===== config.mk =====
export PLATFORM = sky130hd
export DESIGN_NAME = polygon_area_perimeter_centroid_top
export DESIGN_NICKNAME = d
export VERILOG_FILES = /design/src/design/pacp_pkg.sv /design/src/design/pacp_front.sv /design/src/design/pacp_back.sv /design/src/design/polygon_area_perimeter_centroid_top.sv
export SDC_FILE = /design/constraint.sdc
export NUM_CORES = 2
export LEC_CHECK = 0
export ABC_CLOCK_PERIOD_IN_PS = 12200
export BUFFER_PORTS_ARGS = -buffer_cell sky130_fd_sc_hd__buf_2
export CAP_MARGIN = 25
export CORE_UTILIZATION = 45
export CTS_BUF_LIST = sky130_fd_sc_hd__clkbuf_4 sky130_fd_sc_hd__clkbuf_8
export CTS_CLUSTER_DIAMETER = 60
export DETAILED_ROUTE_END_ITERATION = 6
export PLACE_DENSITY_LB_ADDON = 0.15
export SYNTH_ARGS = -nofsm -noshare
export SYNTH_HDL_FRONTEND = slang
export SYNTH_SLANG_ARGS = --single-unit

===== constraint.sdc =====
create_clock -name clk_i -period 12.2 [get_ports clk_i]
set_input_delay 0.61 -clock clk_i [delete_from_list [all_inputs] [get_ports clk_i]]
set_output_delay 0.61 -clock clk_i [all_outputs]
set_load 0.05 [all_outputs]

===== src/design/pacp_pkg.sv =====
// shared types and constants for the polygon area, perimeter and centroid block
// no dependencies
package pacp_pkg;

  localparam int unsigned DefMaxVertices = 4096;
  localparam int unsigned CoordW         = 16;
  localparam int unsigned ScaleW         = 16;
  localparam int unsigned AreaW          = 48;
  localparam int unsigned PerimW         = 40;
  localparam int unsigned TotalW         = 13;
  localparam int unsigned DiffW          = CoordW + 1;
  localparam int unsigned ProdW          = 2 * DiffW;
  localparam int unsigned SqW            = ProdW;
  localparam int unsigned RootW          = SqW / 2;
  localparam int unsigned RemW           = RootW + 2;
  localparam int unsigned QueueDepth     = 2;
  localparam logic [ScaleW-1:0] ScaleReset = 16'd256;

  typedef struct packed {
    logic signed [CoordW-1:0] vertex_x;
    logic signed [CoordW-1:0] vertex_y;
    logic                     final_vertex;
  } vertex_t;

  typedef struct packed {
    logic [AreaW-1:0]         area_scaled;
    logic [PerimW-1:0]        perimeter_scaled;
    logic signed [CoordW-1:0] centroid_x;
    logic signed [CoordW-1:0] centroid_y;
    logic [TotalW-1:0]        vertex_total;
  } result_t;

  typedef enum logic [1:0] {
    OP_FIRST,
    OP_EDGE,
    OP_SKIP
  } op_e;

  typedef struct packed {
    op_e     op;
    vertex_t vtx;
  } cmd_t;

endpackage


===== src/design/pacp_front.sv =====
// front part: accepts vertex items, classifies them and queues commands
// depends on pacp_pkg
module pacp_front import pacp_pkg::*; #(
  parameter int unsigned MaxVertices = DefMaxVertices
) (
  input  logic    clk_i,
  input  logic    rst_ni,
  input  logic    in_valid_i,
  output logic    in_ready_o,
  input  vertex_t in_data_i,
  output logic    cmd_valid_o,
  input  logic    cmd_ready_i,
  output cmd_t    cmd_o
);

  localparam int unsigned CntW = $clog2(MaxVertices + 1);
  localparam int unsigned PtrW = $clog2(QueueDepth);

  cmd_t            q_mem_q [QueueDepth];
  logic [PtrW-1:0] wr_ptr_q, rd_ptr_q;
  logic [PtrW:0]   fill_q;
  logic [CntW-1:0] cnt_q;
  logic            push, pop;
  cmd_t            cmd_new;

  assign in_ready_o  = (fill_q != (PtrW + 1)'(QueueDepth));
  assign cmd_valid_o = (fill_q != '0);
  assign cmd_o       = q_mem_q[rd_ptr_q];
  assign push        = in_valid_i && in_ready_o;
  assign pop         = cmd_valid_o && cmd_ready_i;

  // classify against the running vertex count of the open polygon
  always_comb begin
    cmd_new.vtx = in_data_i;
    if (cnt_q == '0) begin
      cmd_new.op = OP_FIRST;
    end else if (cnt_q < CntW'(MaxVertices)) begin
      cmd_new.op = OP_EDGE;
    end else begin
      cmd_new.op = OP_SKIP;
    end
  end

  always_ff @(posedge clk_i) begin
    if (push) begin
      q_mem_q[wr_ptr_q] <= cmd_new;
    end
  end

  always_ff @(posedge clk_i or negedge rst_ni) begin
    if (!rst_ni) begin
      wr_ptr_q <= '0;
      rd_ptr_q <= '0;
      fill_q   <= '0;
      cnt_q    <= '0;
    end else begin
      if (push) begin
        wr_ptr_q <= wr_ptr_q + 1'b1;
        if (in_data_i.final_vertex) begin
          cnt_q <= '0;
        end else if (cmd_new.op != OP_SKIP) begin
          cnt_q <= cnt_q + 1'b1;
        end
      end
      if (pop) begin
        rd_ptr_q <= rd_ptr_q + 1'b1;
      end
      if (push && !pop) begin
        fill_q <= fill_q + 1'b1;
      end else if (pop && !push) begin
        fill_q <= fill_q - 1'b1;
      end
    end
  end

endmodule


===== src/design/pacp_back.sv =====
// back part: edge arithmetic, square root, scaling, centroid division, result register
// depends on pacp_pkg
module pacp_back import pacp_pkg::*; #(
  parameter int unsigned MaxVertices = DefMaxVertices
) (
  input  logic              clk_i,
  input  logic              rst_ni,
  input  logic              cmd_valid_i,
  output logic              cmd_ready_o,
  input  cmd_t              cmd_i,
  input  logic [ScaleW-1:0] scale_i,
  output logic              out_valid_o,
  input  logic              out_ready_i,
  output result_t           out_data_o
);

  localparam int unsigned CntW     = $clog2(MaxVertices + 1);
  localparam int unsigned SumW     = CoordW + CntW;
  localparam int unsigned CrossW   = 2 * CoordW + CntW;
  localparam int unsigned LenW     = RootW + 1 + CntW;
  localparam int unsigned AreaAccW = (CrossW + ScaleW > AreaW + 1) ? CrossW + ScaleW : AreaW + 1;
  localparam int unsigned PerAccW  = (LenW + ScaleW > PerimW + 1) ? LenW + ScaleW : PerimW + 1;
  localparam int unsigned StepW    = $clog2(SumW + 1);

  localparam logic [2:0] ST_IDLE  = 3'd0;
  localparam logic [2:0] ST_CLOSE = 3'd1;
  localparam logic [2:0] ST_MUL   = 3'd2;
  localparam logic [2:0] ST_SQRT  = 3'd3;
  localparam logic [2:0] ST_SCALE = 3'd4;
  localparam logic [2:0] ST_DIV   = 3'd5;
  localparam logic [2:0] ST_OUT   = 3'd6;

  logic [2:0]               state_q;
  logic [StepW-1:0]         step_q;
  logic                     closing_q, pend_q;
  logic signed [CoordW-1:0] fx_q, fy_q, px_q, py_q, ax_q, ay_q, bx_q, by_q;
  logic [CntW-1:0]          cnt_q;
  logic signed [SumW-1:0]   sumx_q, sumy_q;
  logic signed [CrossW-1:0] cross_q;
  logic [LenW-1:0]          len_q;
  logic signed [ProdW-1:0]  prod_q, cterm_q;
  logic [SqW-1:0]           sq_q;
  logic [RemW-1:0]          rem_q;
  logic [RootW-1:0]         root_q;
  logic [AreaAccW-1:0]      mcand_q, aacc_q;
  logic [PerAccW-1:0]       pcand_q, pacc_q;
  logic [ScaleW-1:0]        sc_q;
  logic [SumW-1:0]          dmx_q, dmy_q;
  logic [CntW-1:0]          rx_q, ry_q;
  logic                     negx_q, negy_q;
  logic                     out_valid_q;
  result_t                  out_q;

  logic signed [DiffW-1:0]  dx, dy, ma, mb;
  logic signed [ProdW-1:0]  mul;
  logic [RemW+1:0]          rtrial, trial;
  logic [RootW-1:0]         root_nx;
  logic [RemW-1:0]          rem_nx;
  logic [LenW-1:0]          len_nx;
  logic [CrossW-1:0]        mag;
  logic [CntW:0]            rxs, rys;
  logic                     qx, qy;
  logic [AreaAccW-1:0]      ahalf;
  logic [SumW-1:0]          qxs, qys;
  logic                     out_load;

  assign cmd_ready_o = (state_q == ST_IDLE);
  assign out_valid_o = out_valid_q;
  assign out_data_o  = out_q;
  assign out_load    = (state_q == ST_OUT) && (!out_valid_q || out_ready_i);

  // one shared signed multiplier, operands picked by step
  assign dx = DiffW'(bx_q) - DiffW'(ax_q);
  assign dy = DiffW'(by_q) - DiffW'(ay_q);
  always_comb begin
    case (step_q)
      StepW'(0): begin ma = dx; mb = dx; end
      StepW'(1): begin ma = dy; mb = dy; end
      StepW'(2): begin ma = DiffW'(ax_q); mb = DiffW'(by_q); end
      StepW'(3): begin ma = DiffW'(ay_q); mb = DiffW'(bx_q); end
      default:   begin ma = dx; mb = dx; end
    endcase
  end
  assign mul = ma * mb;

  // restoring square root, two radicand bits a step
  assign rtrial = {rem_q, sq_q[SqW-1 -: 2]};
  assign trial  = (RemW + 2)'({root_q, 2'b01});
  always_comb begin
    if (rtrial >= trial) begin
      rem_nx  = RemW'(rtrial - trial);
      root_nx = {root_q[RootW-2:0], 1'b1};
    end else begin
      rem_nx  = RemW'(rtrial);
      root_nx = {root_q[RootW-2:0], 1'b0};
    end
  end
  assign len_nx = len_q + LenW'(root_nx);
  assign mag    = cross_q[CrossW-1] ? $unsigned(-cross_q) : $unsigned(cross_q);

  // restoring division of both coordinate sums by the count
  assign rxs = {rx_q, dmx_q[SumW-1]};
  assign rys = {ry_q, dmy_q[SumW-1]};
  assign qx  = (rxs >= {1'b0, cnt_q});
  assign qy  = (rys >= {1'b0, cnt_q});
  assign qxs = negx_q ? (~dmx_q + 1'b1) : dmx_q;
  assign qys = negy_q ? (~dmy_q + 1'b1) : dmy_q;
  assign ahalf = aacc_q >> 1;

  always_ff @(posedge clk_i) begin
    case (state_q)
      ST_IDLE: begin
        if (cmd_valid_i) begin
          ax_q <= px_q;
          ay_q <= py_q;
          bx_q <= cmd_i.vtx.vertex_x;
          by_q <= cmd_i.vtx.vertex_y;
        end
      end
      ST_CLOSE: begin
        ax_q <= px_q;
        ay_q <= py_q;
        bx_q <= fx_q;
        by_q <= fy_q;
      end
      ST_MUL: begin
        prod_q <= mul;
        case (step_q)
          StepW'(1): sq_q <= SqW'($unsigned(prod_q));
          StepW'(2): sq_q <= sq_q + SqW'($unsigned(prod_q));
          StepW'(3): cterm_q <= prod_q;
          default: ;
        endcase
        rem_q  <= '0;
        root_q <= '0;
      end
      ST_SQRT: begin
        rem_q  <= rem_nx;
        root_q <= root_nx;
        sq_q   <= sq_q << 2;
        mcand_q <= AreaAccW'(mag);
        pcand_q <= PerAccW'(len_nx);
        sc_q    <= scale_i;
        aacc_q  <= '0;
        pacc_q  <= '0;
      end
      ST_SCALE: begin
        if (sc_q[0]) begin
          aacc_q <= aacc_q + mcand_q;
          pacc_q <= pacc_q + pcand_q;
        end
        mcand_q <= mcand_q << 1;
        pcand_q <= pcand_q << 1;
        sc_q    <= sc_q >> 1;
        negx_q  <= sumx_q[SumW-1];
        negy_q  <= sumy_q[SumW-1];
        dmx_q   <= sumx_q[SumW-1] ? $unsigned(-sumx_q) : $unsigned(sumx_q);
        dmy_q   <= sumy_q[SumW-1] ? $unsigned(-sumy_q) : $unsigned(sumy_q);
        rx_q    <= '0;
        ry_q    <= '0;
      end
      ST_DIV: begin
        rx_q  <= qx ? CntW'(rxs - {1'b0, cnt_q}) : CntW'(rxs);
        ry_q  <= qy ? CntW'(rys - {1'b0, cnt_q}) : CntW'(rys);
        dmx_q <= {dmx_q[SumW-2:0], qx};
        dmy_q <= {dmy_q[SumW-2:0], qy};
      end
      default: ;
    endcase
    if (out_load) begin
      out_q.area_scaled      <= (ahalf > AreaAccW'({AreaW{1'b1}})) ? {AreaW{1'b1}}
                                                                   : ahalf[AreaW-1:0];
      out_q.perimeter_scaled <= (pacc_q > PerAccW'({PerimW{1'b1}})) ? {PerimW{1'b1}}
                                                                     : pacc_q[PerimW-1:0];
      out_q.centroid_x       <= $signed(qxs[CoordW-1:0]);
      out_q.centroid_y       <= $signed(qys[CoordW-1:0]);
      out_q.vertex_total     <= TotalW'(cnt_q);
    end
  end

  always_ff @(posedge clk_i or negedge rst_ni) begin
    if (!rst_ni) begin
      state_q     <= ST_IDLE;
      step_q      <= '0;
      closing_q   <= 1'b0;
      pend_q      <= 1'b0;
      fx_q        <= '0;
      fy_q        <= '0;
      px_q        <= '0;
      py_q        <= '0;
      cnt_q       <= '0;
      sumx_q      <= '0;
      sumy_q      <= '0;
      cross_q     <= '0;
      len_q       <= '0;
      out_valid_q <= 1'b0;
    end else begin
      // a new result replaces a taken one in the same cycle
      if (out_load) begin
        out_valid_q <= 1'b1;
      end else if (out_ready_i) begin
        out_valid_q <= 1'b0;
      end
      case (state_q)
        ST_IDLE: begin
          step_q <= '0;
          if (cmd_valid_i) begin
            case (cmd_i.op)
              OP_FIRST: begin
                fx_q   <= cmd_i.vtx.vertex_x;
                fy_q   <= cmd_i.vtx.vertex_y;
                px_q   <= cmd_i.vtx.vertex_x;
                py_q   <= cmd_i.vtx.vertex_y;
                sumx_q <= SumW'(cmd_i.vtx.vertex_x);
                sumy_q <= SumW'(cmd_i.vtx.vertex_y);
                cnt_q  <= CntW'(1);
                if (cmd_i.vtx.final_vertex) begin
                  state_q <= ST_CLOSE;
                end
              end
              OP_EDGE: begin
                px_q    <= cmd_i.vtx.vertex_x;
                py_q    <= cmd_i.vtx.vertex_y;
                sumx_q  <= sumx_q + SumW'(cmd_i.vtx.vertex_x);
                sumy_q  <= sumy_q + SumW'(cmd_i.vtx.vertex_y);
                cnt_q   <= cnt_q + 1'b1;
                pend_q  <= cmd_i.vtx.final_vertex;
                state_q <= ST_MUL;
              end
              default: begin
                if (cmd_i.vtx.final_vertex) begin
                  state_q <= ST_CLOSE;
                end
              end
            endcase
          end
        end
        ST_CLOSE: begin
          closing_q <= 1'b1;
          pend_q    <= 1'b0;
          step_q    <= '0;
          state_q   <= ST_MUL;
        end
        ST_MUL: begin
          if (step_q == StepW'(4)) begin
            cross_q <= cross_q + CrossW'(cterm_q) - CrossW'(prod_q);
            step_q  <= '0;
            state_q <= ST_SQRT;
          end else begin
            step_q <= step_q + 1'b1;
          end
        end
        ST_SQRT: begin
          if (step_q == StepW'(RootW - 1)) begin
            len_q  <= len_nx;
            step_q <= '0;
            if (closing_q) begin
              state_q <= ST_SCALE;
            end else if (pend_q) begin
              state_q <= ST_CLOSE;
            end else begin
              state_q <= ST_IDLE;
            end
          end else begin
            step_q <= step_q + 1'b1;
          end
        end
        ST_SCALE: begin
          if (step_q == StepW'(ScaleW - 1)) begin
            step_q  <= '0;
            state_q <= ST_DIV;
          end else begin
            step_q <= step_q + 1'b1;
          end
        end
        ST_DIV: begin
          if (step_q == StepW'(SumW - 1)) begin
            step_q  <= '0;
            state_q <= ST_OUT;
          end else begin
            step_q <= step_q + 1'b1;
          end
        end
        ST_OUT: begin
          if (out_load) begin
            closing_q   <= 1'b0;
            cnt_q       <= '0;
            sumx_q      <= '0;
            sumy_q      <= '0;
            cross_q     <= '0;
            len_q       <= '0;
            fx_q        <= '0;
            fy_q        <= '0;
            px_q        <= '0;
            py_q        <= '0;
            state_q     <= ST_IDLE;
          end
        end
        default: state_q <= ST_IDLE;
      endcase
    end
  end

endmodule


===== src/design/polygon_area_perimeter_centroid_top.sv =====
// top level of the shoelace polygon area, perimeter and centroid block
// depends on pacp_pkg, pacp_front and pacp_back
//
// vertices arrive one item at a time in signed q11.4; the item flagged final_vertex
// closes the polygon and one result item follows with the scaled area, the scaled
// perimeter (closing edge included), the centroid and the vertex count. a front
// part takes items into a two-entry command queue, tagging each as first vertex,
// edge or ignored (beyond MAX_VERTICES), so the upstream side can run ahead while
// the back part works, until the queue fills. the back part takes one vertex at
// a time, only from idle: a single shared 17x17 multiplier forms the squared edge
// and the cross term, then a two-bits-a-step square root forms the edge length.
// closing costs one more edge, then shift-and-add scaling by the scale factor and
// restoring division of the coordinate sums by the vertex count for the centroid.
// the result sits in an output register so a stalled consumer does not stop the
// queue filling. scale_factor is q8.8 (reset 1.0) and should only be written
// while no polygon is in flight
module polygon_area_perimeter_centroid_top import pacp_pkg::*; #(
  parameter int unsigned MAX_VERTICES = DefMaxVertices
) (
  input  logic              clk_i,
  input  logic              rst_ni,
  input  logic              in_valid_i,
  output logic              in_ready_o,
  input  vertex_t           in_data_i,
  output logic              out_valid_o,
  input  logic              out_ready_i,
  output result_t           out_data_o,
  input  logic              cfg_we_i,
  input  logic [ScaleW-1:0] cfg_wdata_i
);

  logic [ScaleW-1:0] scale_q;
  logic              cmd_valid, cmd_ready;
  cmd_t              cmd;

  // scale register, kept across polygons
  always_ff @(posedge clk_i or negedge rst_ni) begin
    if (!rst_ni) begin
      scale_q <= ScaleReset;
    end else if (cfg_we_i) begin
      scale_q <= cfg_wdata_i;
    end
  end

  // accept and classify items
  pacp_front #(
    .MaxVertices (MAX_VERTICES)
  ) u_front (
    .clk_i       (clk_i),
    .rst_ni      (rst_ni),
    .in_valid_i  (in_valid_i),
    .in_ready_o  (in_ready_o),
    .in_data_i   (in_data_i),
    .cmd_valid_o (cmd_valid),
    .cmd_ready_i (cmd_ready),
    .cmd_o       (cmd)
  );

  // edge arithmetic and polygon close
  pacp_back #(
    .MaxVertices (MAX_VERTICES)
  ) u_back (
    .clk_i       (clk_i),
    .rst_ni      (rst_ni),
    .cmd_valid_i (cmd_valid),
    .cmd_ready_o (cmd_ready),
    .cmd_i       (cmd),
    .scale_i     (scale_q),
    .out_valid_o (out_valid_o),
    .out_ready_i (out_ready_i),
    .out_data_o  (out_data_o)
  );

endmodule


==> impl_metrics.csv <==
group,metric,value,unit
outcome,outcome,"completed",
layout,layout-area-overhead-vs-synth,10.94,%
grt,grt_max_degree,88,
grt,grt_antenna_before_repair,2,
clock_tree,cts-root-buf,"clkbuf_8",
clock_tree,cts.repair_timing.setup_buffer_count,0,
setup_path,cp-end-kind,"register",
synth,synth_warnings,0,
run,max-cap-violations,0,
synth,synth_most_common_cell,"nand2_1",
synth,synth_cells,7074,
min_path,hold_class,"in2reg",
layout,final_nets,8127,
routing,route.detailed.drc,0,
synth,syn_area_per_cell,9.768,um2
floorplan,number_of_top_level_design_ports,189,
grt,grt_pass1_vias,51380,
setup_path,critical_path.startpoint,"u_back.ay_q[0]",
synth,synth_largest_type_area_fraction,0.3142,
grt,grt_util_all_layers,0.2186,
routing,drt_pre_antenna_iters,5,
placement,io_buffer_count,188,
sta,fin_crit,10.20,ns
setup_path,worstPathArrival,10.80,ns
routing,detail_routed_via_count_per_cell,5.391,
routing,routed-via-count,51050,
synth,async_flop_share,0.2607,
setup_path,source_of_the_worst_register_to_register_timing_path,"u_back.ay_q[0]",
sta,worst_slew_margin_rel,0.2824,
clock_tree,numCtsBuffers,174,
setup_path,worst-endpoint-required,12.80,ns
clock_tree,clk_path_buf_depth,3,
floorplan,die_area,155100,um2
sta,fin_skew,0.08782,ns
synth,syn_nets,7913,
clock_tree,tritoncts_num_sinks,978,
synth,flip_flop_and_latch_count_after_synthesis,978,
grt,grt_pass1_wl,274400,um
sta,timing_max_transition_violations_final,0,
setup_path,critical_path.slowest_cell,"o22a_1",
floorplan,chipWidth,393.9,um
clock_tree,cts-resized-gates,0,
synth,seq_area_frac_synth,0.4066,
sta,fin_tns_setup,0,ns
floorplan,die_h,393.9,um
routing,detail_route.iter0.violations,3065,
grt,globalRoute.totalOverflow,0,
setup_path,critPathLaunchType,"register",
sta,finalSetupViolations,0,
sta,max_slew.worst_pin.slew,1.063,ns
synth,synth-edff-count,723,
sta,post-route-period-util,0.8357,
setup_path,path_depth,33,
placement,dpl.hpwl,126500,um
placement,gp_routability_congestion,0.9161,
sta,timing.final.hold_violations,0,
clock_tree,cts_tree,"done",
synth,synth_flop_cell,"edfxtp_1",
setup_path,worstSetupPathType,"reg2reg",
synth,netlist_area,69100,um2
routing,routedWlPerCell,17.97,um
floorplan,floorplan.initialDensity,0.4538,
clock_tree,clk_pin_slew,0.06,ns
routing,antenna_left,0,
setup_path,timing.rr.end,"u_back.prod_q[33]",
sta,fmaxAchievable,98.09,MHz
layout,final_std_cells_w_o_fill,9470,
setup_path,worst-path-max-fanout,17,
synth,yosys.cell_types.count,83,
placement,place_inst,9090,
setup_path,timing.critical_path.mode_cell,"fa_1",
synth,synth.top_cells.by_count,"835 x nand2_1, 723 x edfxtp_1, 712 x inv_1, 623 x nor2_1, 519 x o21ai_0",
floorplan,fp-row-count,143,
setup_path,crit_path_max_incr_delay,0.71,ns
sta,rsz_0062_raised_after_global_routing,"false",
setup_path,worst-path-buf-inv,5,
layout,post_route_cells_drive_above_1_share,0.09991,
setup_path,cp_top_family,"compound AO/OA/AOI/OAI gates",
setup_path,r2r_cells,33,
layout,number_of_filler_cells_placed_in_the_layout,14120,
layout,utilization,0.5034,
clock_tree,htreeDepth,4,
setup_path,r2r_slack,2.00,ns
synth,yosysTopAreaCell,"edfxtp_1",
setup_path,end_point_of_the_critical_path,"u_back.prod_q[33]",
clock_tree,worstSkewPairLatency,0.95,ns
routing,totalWireLength,170200,um
synth,synth_top_cells_by_area,"edfxtp_1 31%, fa_1 10%, dfrtp_1 9.2%",
floorplan,core_area,152300,um2
layer usage:
metal	up-vias	track usage	wire length (um)
li1	24950	-	-
met1	24620	0.2943	77290
met2	1164	0.3604	80400
met3	310	0.03142	7432
met4	2	0.07476	5051
met5	-	0	13
sequential cells by signal (all words and copies together), names as in the netlist, 45 cells and up:
| name | count |
|---|---|
| u_back.aacc_q | 61 |
| u_front.q_mem_q | 70 |
| u_back.pcand_q | 47 |
| u_back.cross_q | 45 |
| u_back.pacc_q | 47 |
| u_back.mcand_q | 61 |
| u_back.out_data_o | 133 |
metrics by stage:
stage	cell area (um2)	hold WS [ns]	setup WS, ns
CTS	76600	0.01649	2.121
global route	76650	0.06555	1.393
floorplan	69100	0.3144	3.228
finish	76650	0.1355	2.005
global placement	72170	0.4308	2.383
detailed placement	72220	0.4311	2.214
worst min-delay path by stage:
stage | cells after the start | from | endpoint | slack, ns
5_1_grt | 4 | out_ready_i | u_back.out_valid_o | 0.07
6_report | 4 | out_ready_i | u_back.out_valid_o | 0.14
3_5_place_dp | 0 | u_back.px_q[4] | u_back.ax_q[4] | 0.43
3_3_place_gp | 0 | u_back.px_q[4] | u_back.ax_q[4] | 0.43
4_1_cts | 4 | out_ready_i | u_back.out_valid_o | 0.02
2_1_floorplan | 0 | rst_ni | scale_q[0] | 0.31
logic make-up (layout without fill, tap and decap cells):
group | after synthesis | count (layout) | share of synthesized area
buffers and inverters | 979 | 1342 | 0.05318
XOR/XNOR | 430 | 430 | 0.05450
AO/OA/AOI/OAI | 1628 | 1628 | 0.1468
multiplexers | 108 | 108 | 0.01621
other | 0 | 3 | 0
adder cells (fa/ha/maj) | 785 | 785 | 0.1803
flip-flops | 978 | 978 | 0.4066
AND/OR/NAND/NOR | 2166 | 2166 | 0.1425
worst min-delay path: stages:
cell	delay (ns)
buf_2	0.07
nand2b_1	0.09
buf_4	0.17
nand2_1	0.09
area by class of cell:
type	instances	area (um2)	area share
Multi-Input combinational cell	5117	37440	0.4884
Clock buffer	259	3164	0.04128
Antenna cell	3	7.507	0.00009794
Sequential cell	978	28090	0.3665
Clock inverter	66	718.2	0.009369
Tap cell	2030	2540	0.03313
Inverter	714	2690	0.03509
Timing Repair Buffer	303	1999	0.02608
placed cells by master, fill, tap and decap left out, types with 21 or more instances in the layout:
| master | netlist | final |
|---|---|---|
| nor2_1 | 623 | 619 |
| and3_1 | 61 | 60 |
| a31oi_1 | 40 | 39 |
| a21o_1 | 161 | 161 |
| nand4_1 | 45 | 45 |
| dlygate4sd3_1 | 0 | 50 |
| mux2_2 | 31 | 31 |
| buf_2 | 0 | 187 |
| nand2b_1 | 64 | 62 |
| nand2_1 | 835 | 830 |
| inv_1 | 712 | 709 |
| dfrtp_1 | 254 | 253 |
| o21ai_0 | 519 | 519 |
| nand3_1 | 89 | 89 |
| or2_2 | 106 | 106 |
| or3_1 | 45 | 45 |
| nor2b_1 | 60 | 59 |
| o21bai_1 | 47 | 47 |
| clkbuf_8 | 0 | 195 |
| fa_1 | 351 | 351 |
| o21a_1 | 53 | 53 |
| xnor2_1 | 265 | 265 |
| buf_4 | 0 | 61 |
| and2_1 | 87 | 85 |
| o31ai_1 | 71 | 71 |
| xor2_1 | 165 | 165 |
| a211oi_1 | 47 | 47 |
| ha_1 | 434 | 434 |
| o41ai_1 | 24 | 24 |
| mux2i_1 | 77 | 77 |
| edfxtp_1 | 723 | 723 |
| clkinv_1 | 0 | 25 |
| a22o_1 | 28 | 28 |
| a21oi_1 | 406 | 406 |
| clkbuf_4 | 0 | 64 |
| a22oi_1 | 21 | 21 |
| nor3_1 | 74 | 73 |
repair_timing:
action / in CTS / in global routing
hold buffers: 50 / 0
endpoints found under the hold margin: 161 / 0
endpoints found under the setup margin: 0 / 0
Power is not shown: default switching activity piles up to over one toggle a cycle in this logic, so the estimate is an artifact.
